**src/rtl/core/bounded_product_subset_enumerator_top_assert.svh**
```systemverilog
// Assertion macros for the enumerator top level.
`ifndef BOUNDED_PRODUCT_SUBSET_ENUMERATOR_TOP_ASSERT_SVH
`define BOUNDED_PRODUCT_SUBSET_ENUMERATOR_TOP_ASSERT_SVH

// Same-cycle implication, disabled during reset.
`define BPSE_ASSERT_NOW(label, ante, cons) \
  label: assert property (@(posedge clk) disable iff (rst) (ante) |-> (cons)) \
    else $error("assertion failed");

// Next-cycle implication, disabled during reset.
`define BPSE_ASSERT_NEXT(label, ante, cons) \
  label: assert property (@(posedge clk) disable iff (rst) (ante) |=> (cons)) \
    else $error("assertion failed");

`endif

```
**src/rtl/core/bpse_pkg.sv**
```systemverilog
// Types and constants of the bounded-product subset enumerator.
package bpse_pkg;

  localparam int SCAN_W = 9;
  localparam int ID_W   = 8;

  localparam logic [1:0] ACT_LOAD    = 2'd0;
  localparam logic [1:0] ACT_RESTART = 2'd1;
  localparam logic [1:0] ACT_NEXT    = 2'd2;

  localparam logic [2:0] REG_MODULUS  = 3'd0;
  localparam logic [2:0] REG_BASE     = 3'd1;
  localparam logic [2:0] REG_CAP_LOW  = 3'd2;
  localparam logic [2:0] REG_CAP_HIGH = 3'd3;
  localparam logic [2:0] REG_SUBSET   = 3'd4;
  localparam logic [2:0] REG_POOL_CNT = 3'd5;

  // shared unit operations
  localparam logic [1:0] OP_MULX = 2'd0;  // exact 128 x 64 product
  localparam logic [1:0] OP_MULM = 2'd1;  // modular product
  localparam logic [1:0] OP_RED  = 2'd2;  // reduce b modulo M

  typedef struct packed {
    logic       start;
    logic [1:0] op;
  } alu_req_t;

endpackage

```
**src/rtl/core/bpse_alu.sv**
```systemverilog
// Bit-serial shared multiply / modular multiply / reduce unit.
module bpse_alu (
  input  logic               clk,
  input  logic               rst,
  input  bpse_pkg::alu_req_t req,
  input  logic [127:0]       a,
  input  logic [63:0]        b,
  input  logic [63:0]        modulus,
  output logic               done,
  output logic [191:0]       result
);
  import bpse_pkg::*;

  logic         run;
  logic         pre;
  logic [5:0]   cnt;
  logic [1:0]   opr;
  logic [127:0] areg;
  logic [63:0]  breg;
  logic [63:0]  sh;
  logic [191:0] acc;
  logic [191:0] acc_next;
  logic [64:0]  dbl;
  logic [64:0]  sum;
  logic [64:0]  rem;
  logic [1:0]   eff_op;
  logic         mz;
  logic [64:0]  mext;
  logic         last;

  assign mz     = (modulus == 64'd0);
  assign mext   = {1'b0, modulus};
  assign eff_op = pre ? OP_RED : opr;
  assign last   = (cnt == 6'd63);
  assign result = acc;

  always_comb begin
    dbl = {acc[63:0], 1'b0};
    if (!mz && dbl >= mext) begin
      dbl = dbl - mext;
    end
    sum = {1'b0, dbl[63:0]} + (sh[63] ? {1'b0, areg[63:0]} : 65'd0);
    if (!mz && sum >= mext) begin
      sum = sum - mext;
    end
    rem = {acc[63:0], sh[63]};
    if (!mz && rem >= mext) begin
      rem = rem - mext;
    end
    case (eff_op)
      OP_MULX: acc_next = {acc[190:0], 1'b0} + (sh[63] ? {64'd0, areg} : 192'd0);
      OP_MULM: acc_next = {128'd0, sum[63:0]};
      OP_RED:  acc_next = {128'd0, rem[63:0]};
      default: acc_next = acc;
    endcase
  end

  always_ff @(posedge clk) begin
    if (rst) begin
      run  <= 1'b0;
      pre  <= 1'b0;
      done <= 1'b0;
      cnt  <= 6'd0;
    end else begin
      done <= run && last && !pre && !req.start;
      if (req.start) begin
        run  <= 1'b1;
        cnt  <= 6'd0;
        acc  <= 192'd0;
        opr  <= req.op;
        areg <= a;
        breg <= b;
        // reduce an unreduced multiplicand first
        if (req.op == OP_MULM && !mz && a[63:0] >= modulus) begin
          pre <= 1'b1;
          sh  <= a[63:0];
        end else begin
          pre <= 1'b0;
          sh  <= b;
        end
      end else if (run) begin
        cnt <= cnt + 6'd1;
        if (last && pre) begin
          pre  <= 1'b0;
          areg <= {64'd0, acc_next[63:0]};
          acc  <= 192'd0;
          sh   <= breg;
        end else begin
          sh  <= {sh[62:0], 1'b0};
          acc <= acc_next;
          if (last) begin
            run <= 1'b0;
          end
        end
      end
    end
  end

endmodule

```
**config.mk**
```make
export PLATFORM = sky130hd
export DESIGN_NAME = bpse_alu
export DESIGN_NICKNAME = d
export VERILOG_FILES = /design/src/rtl/core/bounded_product_subset_enumerator_top_assert.svh /design/src/rtl/core/bpse_pkg.sv /design/src/rtl/core/bpse_alu.sv
export SDC_FILE = /design/constraint.sdc
export NUM_CORES = 2
export LEC_CHECK = 0
export BUFFER_PORTS_ARGS = -buffer_cell sky130_fd_sc_hd__buf_2
export CAP_MARGIN = 20
export CELL_PAD_IN_SITES_DETAIL_PLACEMENT = 1
export CELL_PAD_IN_SITES_GLOBAL_PLACEMENT = 1
export CORE_AREA = 10 10 339 341
export CTS_CLUSTER_DIAMETER = 120
export DETAILED_ROUTE_END_ITERATION = 12
export DIE_AREA = 0 0 349 351
export GPL_ROUTABILITY_DRIVEN = 0
export MAX_ROUTING_LAYER = met4
export PLACE_DENSITY_LB_ADDON = 0.1
export REMOVE_ABC_BUFFERS = 1
export SYNTH_ARGS = -nofsm -noshare
export SYNTH_HDL_FRONTEND = slang
export SYNTH_SLANG_ARGS = --single-unit
```
**constraint.sdc**
```tcl
create_clock -name clk -period 14.9 [get_ports clk]
set_input_delay 2.98 -clock clk [delete_from_list [all_inputs] [get_ports clk]]
set_output_delay 2.98 -clock clk [all_outputs]
set_load 0.02 [all_outputs]
```
# Word-level counts from Yosys, hierarchy flattened
# Cells that the tools add are included.
# classes
bitwise_logic	1
n_eq_ne	4
addsub	6
reduce_logical	23
order_cmp	4
mux	24
# op_table
op	n
$pmux W192 S3	1
$mux W128	4
$mux W64	8
$mux W192	2
$ge A65 B64 Y1	3
$add A192 B128 Y192	1
$sub A64 B64 Y64	3
$add A64 B64 Y65	1
$ge A64 B64 Y1	1
$logic_not A64 Y1	1
$logic_and A1 B1 Y1	9
$mux W1	8
$add A6 B1 Y6 const B	1
$eq A6 B6 Y1 const B	1
$reduce_and A2 Y1	3
$reduce_and A3 Y1	2
$reduce_bool A5 Y1	1
$eq A2 B1 Y1 const B	2
$reduce_bool A2 Y1	2
$logic_not A1 Y1	3
$eq A2 B2 Y1 const B	1
$logic_not A2 Y1	1
$mux W2	1
$reduce_or A2 Y1	1
$not A1 Y1	1
# word_totals
inputBits	261
regBits	459
wordCells	72

# Longest topological paths before layout
# depth
word_depth	12
depth_mapped	43
depth_no_buf	36

# Worst setup path after synthesis
# OpenSTA, ideal clock, no wires.
# synth_path
path_type	input to register
start	input port modulus[4]
end	register areg[11] (data pin)
setup_slack_ps	3615
t_arrival_ps	11013
required_time_ps	14628
path_stages	39
path_cell_list	inv_1 > ha_1 > clkbuf_1 > nand2_1 > o221a_2 > o21ai_0 > a21oi_1 > o21ai_0 > a21boi_0 > o21ai_0 > nand2_1 > clkbuf_1 > clkbuf_1 > nand2_1 > o21ai_0 > ha_1 > clkbuf_1 > nand4_1 > [... 3 more ...] > or3_1 > a21boi_0 > o21ai_0 > xor2_1 > ha_1 > clkbuf_1 > a21oi_1 > nand2_1 > a41oi_1 > or4_1 > a2111o_1 > a211oi_2 > o21a_1 > buf_6 > buf_6 > mux2_2 > a221oi_1 > o31ai_1
# synth_between
elab_chain_cells	12
word_cells_on_any_way	19
classes_between	add/sub (4); order compare (3); mux (7); reduce/logical (5)
# synth_lines
item	line_no	source
start: declaration	bpse_alu.sv:8	input logic [63:0] modulus,
parallel branches: the longest is 8 deep, another holds $ge A65 B64 Y1	n/a	
$pmux W192 S3 *	bpse_alu.sv:50	case (eff_op)
$mux W128 *	bpse_alu.sv:83	if (last && pre) begin
$mux W128 *	bpse_alu.sv:81	end else if (run) begin
$mux W128 *	bpse_alu.sv:66	if (req.start) begin
end signal: assignment	bpse_alu.sv:85	areg <= {64'd0, acc_next[63:0]};
end: declaration	bpse_alu.sv:18	logic [127:0] areg;
# Every way passes the cells marked *. The select of a mux whose other input is x is not followed.
# A chain may end at the register's enable or synchronous reset.

# Worst setup path after layout
# layout_path
start	input port modulus[1]
end	register areg[23] (data pin)
# The elaborated chain is that of the path after synthesis.

==> results.md <==
* Total routed wirelength at 239 mm
* DRT Pass-1 Iters at 6
* EDFF count, synth at 450
* Via count at 51.7k
* Total core area at 108000 sq um
* H-tree Lvls at 2
* Sequential share of power at 0.214
* Final Skew at 0.0197 ns
* Top cells by area, synth: edfxtp_1 (28%), ha_1 (10%), nand2_1 (6.4%)
* CP peak stage delay at 0.70 ns
* Crit path DAT at 14.23 ns
* Vias in the first global route at ~51k
* Cts repair resizes at 0
* Global Route met3 Usage at 0.102
* Cells after Synth at between 6k and 7k
* Sequential area share after synthesis at 0.283
* Final Max Tran Viols at 0
* Top Usage Layer GRT: met2
* DP Wirelength at 193 mm
* I/O Buffers at 453
* Hold WC Path Type: reg -> reg
* Initial antenna violation count at 22
* Postcts setup bufs at 0
* Worst R2R Setup Slack at 3.02 ns
* Cts hold-fix bufs at 0
* CTS Buffer Depth at 3
* R2R cell count at 35
* RSZ-0062 raised after global routing: false
* Total power at 7710 uW
* Die width at between 300 and 400 um
* Post-synthesis to final-layout area growth at 10.3%
* Routed Antenna Nets at 0
* Global route overflow at 0
* Max-cap viol count at 0
* Leakage power at about 0.022 uW
* Die Ht at roughly 350 um
* Main flop type after synthesis: edfxtp_1
* Logic pwr share at 0.612
* Synth top area share at 0.279
* Switching power at ~4000 uW
* Layout cells sized above 1 at 0.116
* Synth cell types at 89
* Row count at 121
* Max VDD drop at 101 uV
* Crit path kind: in -> reg
* Most frequent CP cell: o21ai_0
* Yosys warning total at 0
* Met2 Usage GRT at 0.571
* Clock latency on the worst-skew pair at 0.65 ns
* Drt drc at 0
* Num CTS Buffers at 55
* Clock power share at 0.173
* PwrDens at 145 nW/um^2
* Root Buffer: clkbuf_16
* Largest net degree at the start of global routing at 98
* Start point of the critical path: modulus[1]
* Die area at between 100000 and 150000 sq um
* Yosys reg bits at 459
* Final Critical Period at 13.88 ns
* Final hold violations at 0
* Worst-margin pin slew at ~1.3 ns
* Num ports at around 450
* Outcome: completed
* CTS tree: built
* Fin nets at 6952
* FF-to-FF End: areg[23]
* Average wire per standard cell at ~31 um
* P_int at 3820 uW
* Final number of setup-violating endpoints at 0
* Fin crit share at 0.931
* Clock transition at path regs at 0.06 ns
* Mapped Area at 48400 sq um
* Slowest cell on crit path: a211oi_1
* Sw Share at 0.504
* CP max FO at 71
* CP required at about 15 ns
* Final Util at 0.493
* Biggest area consumer among synthesized cells: edfxtp_1
* Initial Util at 0.447
* Reg-to-Reg Start: result[1]
* Setup crit end kind: flip-flop
* Starting DRT DRC Count at 6081
* First-pass GRT wire length at 343 mm
* Slew margin rel. at 0.150
* Critical Path Start Type: input port
* Ys async rst share at 0
* CP Capture Point: areg[23]
* Sink Count at 459
* M1 GR Usage at 0.489
* GRT Util Overall at 0.383
* FMAX at slightly above 0.07 GHz
* Vias per cell at between 6 and 7
* Syn Area/Cell at 7.96 sq um
synth_stat cells, types with 30 or more instances:
master / number
nand2_1: 825
a21oi_1: 579
o21ai_0: 468
nor2_1: 460
edfxtp_1: 450
ha_1: 390
clkbuf_1: 292
and2_1: 233
xnor2_1: 223
nand4_1: 187
a21o_1: 181
inv_1: 176
xor2_1: 164
nor3_1: 159
mux2i_1: 124
nand3_1: 119
o21bai_1: 72
o21a_1: 64
and3_1: 53
o31ai_1: 51
or3_1: 49
a31oi_1: 48
nand2b_1: 44
buf_2: 43
a211oi_1: 42
nor4_1: 41
o211ai_1: 41
a221oi_1: 35
nor2b_1: 32
a21boi_0: 30
mux2_2: 30
power groups by stage:
stage / Sequential (uW) / Clock [uW] / Combinational (uW)
floorplan: 1690 / 0 / 2860
global placement: 1670 / 0 / 4370
detailed placement: 1670 / 0 / 4440
CTS: 1640 / 1350 / 4460
global route: 1660 / 1400 / 4930
finish: 1650 / 1340 / 4720
worst min-delay path by stage:
stage	slack [ns]	to	from	cells after the start
final	0.49	cnt[5]	cnt[5]	2
after detailed placement	0.49	cnt[5]	cnt[5]	2
after floorplan	0.45	cnt[5]	cnt[5]	2
after global routing	0.52	cnt[5]	cnt[5]	2
after global placement	0.47	cnt[5]	cnt[5]	2
after CTS	0.49	cnt[5]	cnt[5]	2
cells by family after synthesis:
family	count (synthesis)	synth area share
AND/OR/NAND/NOR	2294	0.226
AO/OA/AOI/OAI	1851	0.241
buffers and inverters	536	0.0441
flip-flops	459	0.283
adder cells (fa/ha/maj)	395	0.103
XOR/XNOR	387	0.0701
multiplexers	154	0.0326
placed cells by master (no fill, tap or decap), types with 159 or more instances in the layout:
| master | n |
|---|---|
| a21o_1 | 180 |
| a21oi_1 | 577 |
| and2_1 | 232 |
| buf_2 | 452 |
| edfxtp_1 | 450 |
| ha_1 | 387 |
| inv_1 | 175 |
| nand2_1 | 822 |
| nand4_1 | 187 |
| nor2_1 | 456 |
| nor3_1 | 159 |
| o21ai_0 | 467 |
| xnor2_1 | 223 |
| xor2_1 | 164 |
state kept, by name, indices dropped and copies added (netlist names):
name,flops
cnt,6
opr,2
areg,128
done,1
run,1
breg,64
result,192
pre,1
sh,64
per-stage QoR:
step / cell area [sq um] / TNS, ns / hold slack [ns] / setup slack (ns) / cells
2_1_floorplan: 46900 / 0 / 0.454 / 1.31 / 5720
3_3_place_gp: 51600 / -1.44 / 0.466 / -0.147 / 7651
3_5_place_dp: 51600 / 0 / 0.488 / 0.728 / 7653
4_1_cts: 53300 / 0 / 0.494 / 1.37 / 7750
5_1_grt: 53300 / 0 / 0.517 / 0.514 / 7768
6_report: 53300 / 0 / 0.495 / 1.02 / 7770
layout make-up:
| class | instances | area (sq um) |
|---|---|---|
| clock inverter | 24 | 244 |
| tap | 1414 | 1770 |
| timing repair buffer | 519 | 2780 |
| antenna | 20 | 50.0 |
| inverter | 180 | 687 |
| multi-input combinational | 5081 | 32700 |
| sequential | 459 | 13700 |
| clock buffer | 73 | 1440 |
| fill | 13400 | 54800 |
routing by layer:
| metal | up-vias | share of wire |
|---|---|---|
| li1 | 22800 | - |
| met1 | 25400 | 0.40 |
| met3 | 496 | 0.12 |
| met4 | 0 | 0.048 |
| met5 | - | 0 |
| met2 | 3012 | 0.43 |
critical path: cells and delay by family:
kind	cells	cell delay, ns
buffers and inverters	6	1.20
adders and majority gates	4	1.36
and+or+nand+nor	8	2.13
xor gates and xnor gates	1	0.43
AOI/OAI and AO/OA	17	5.61
muxes	1	0.37
Note: power is estimated with default switching activity, not from simulation.
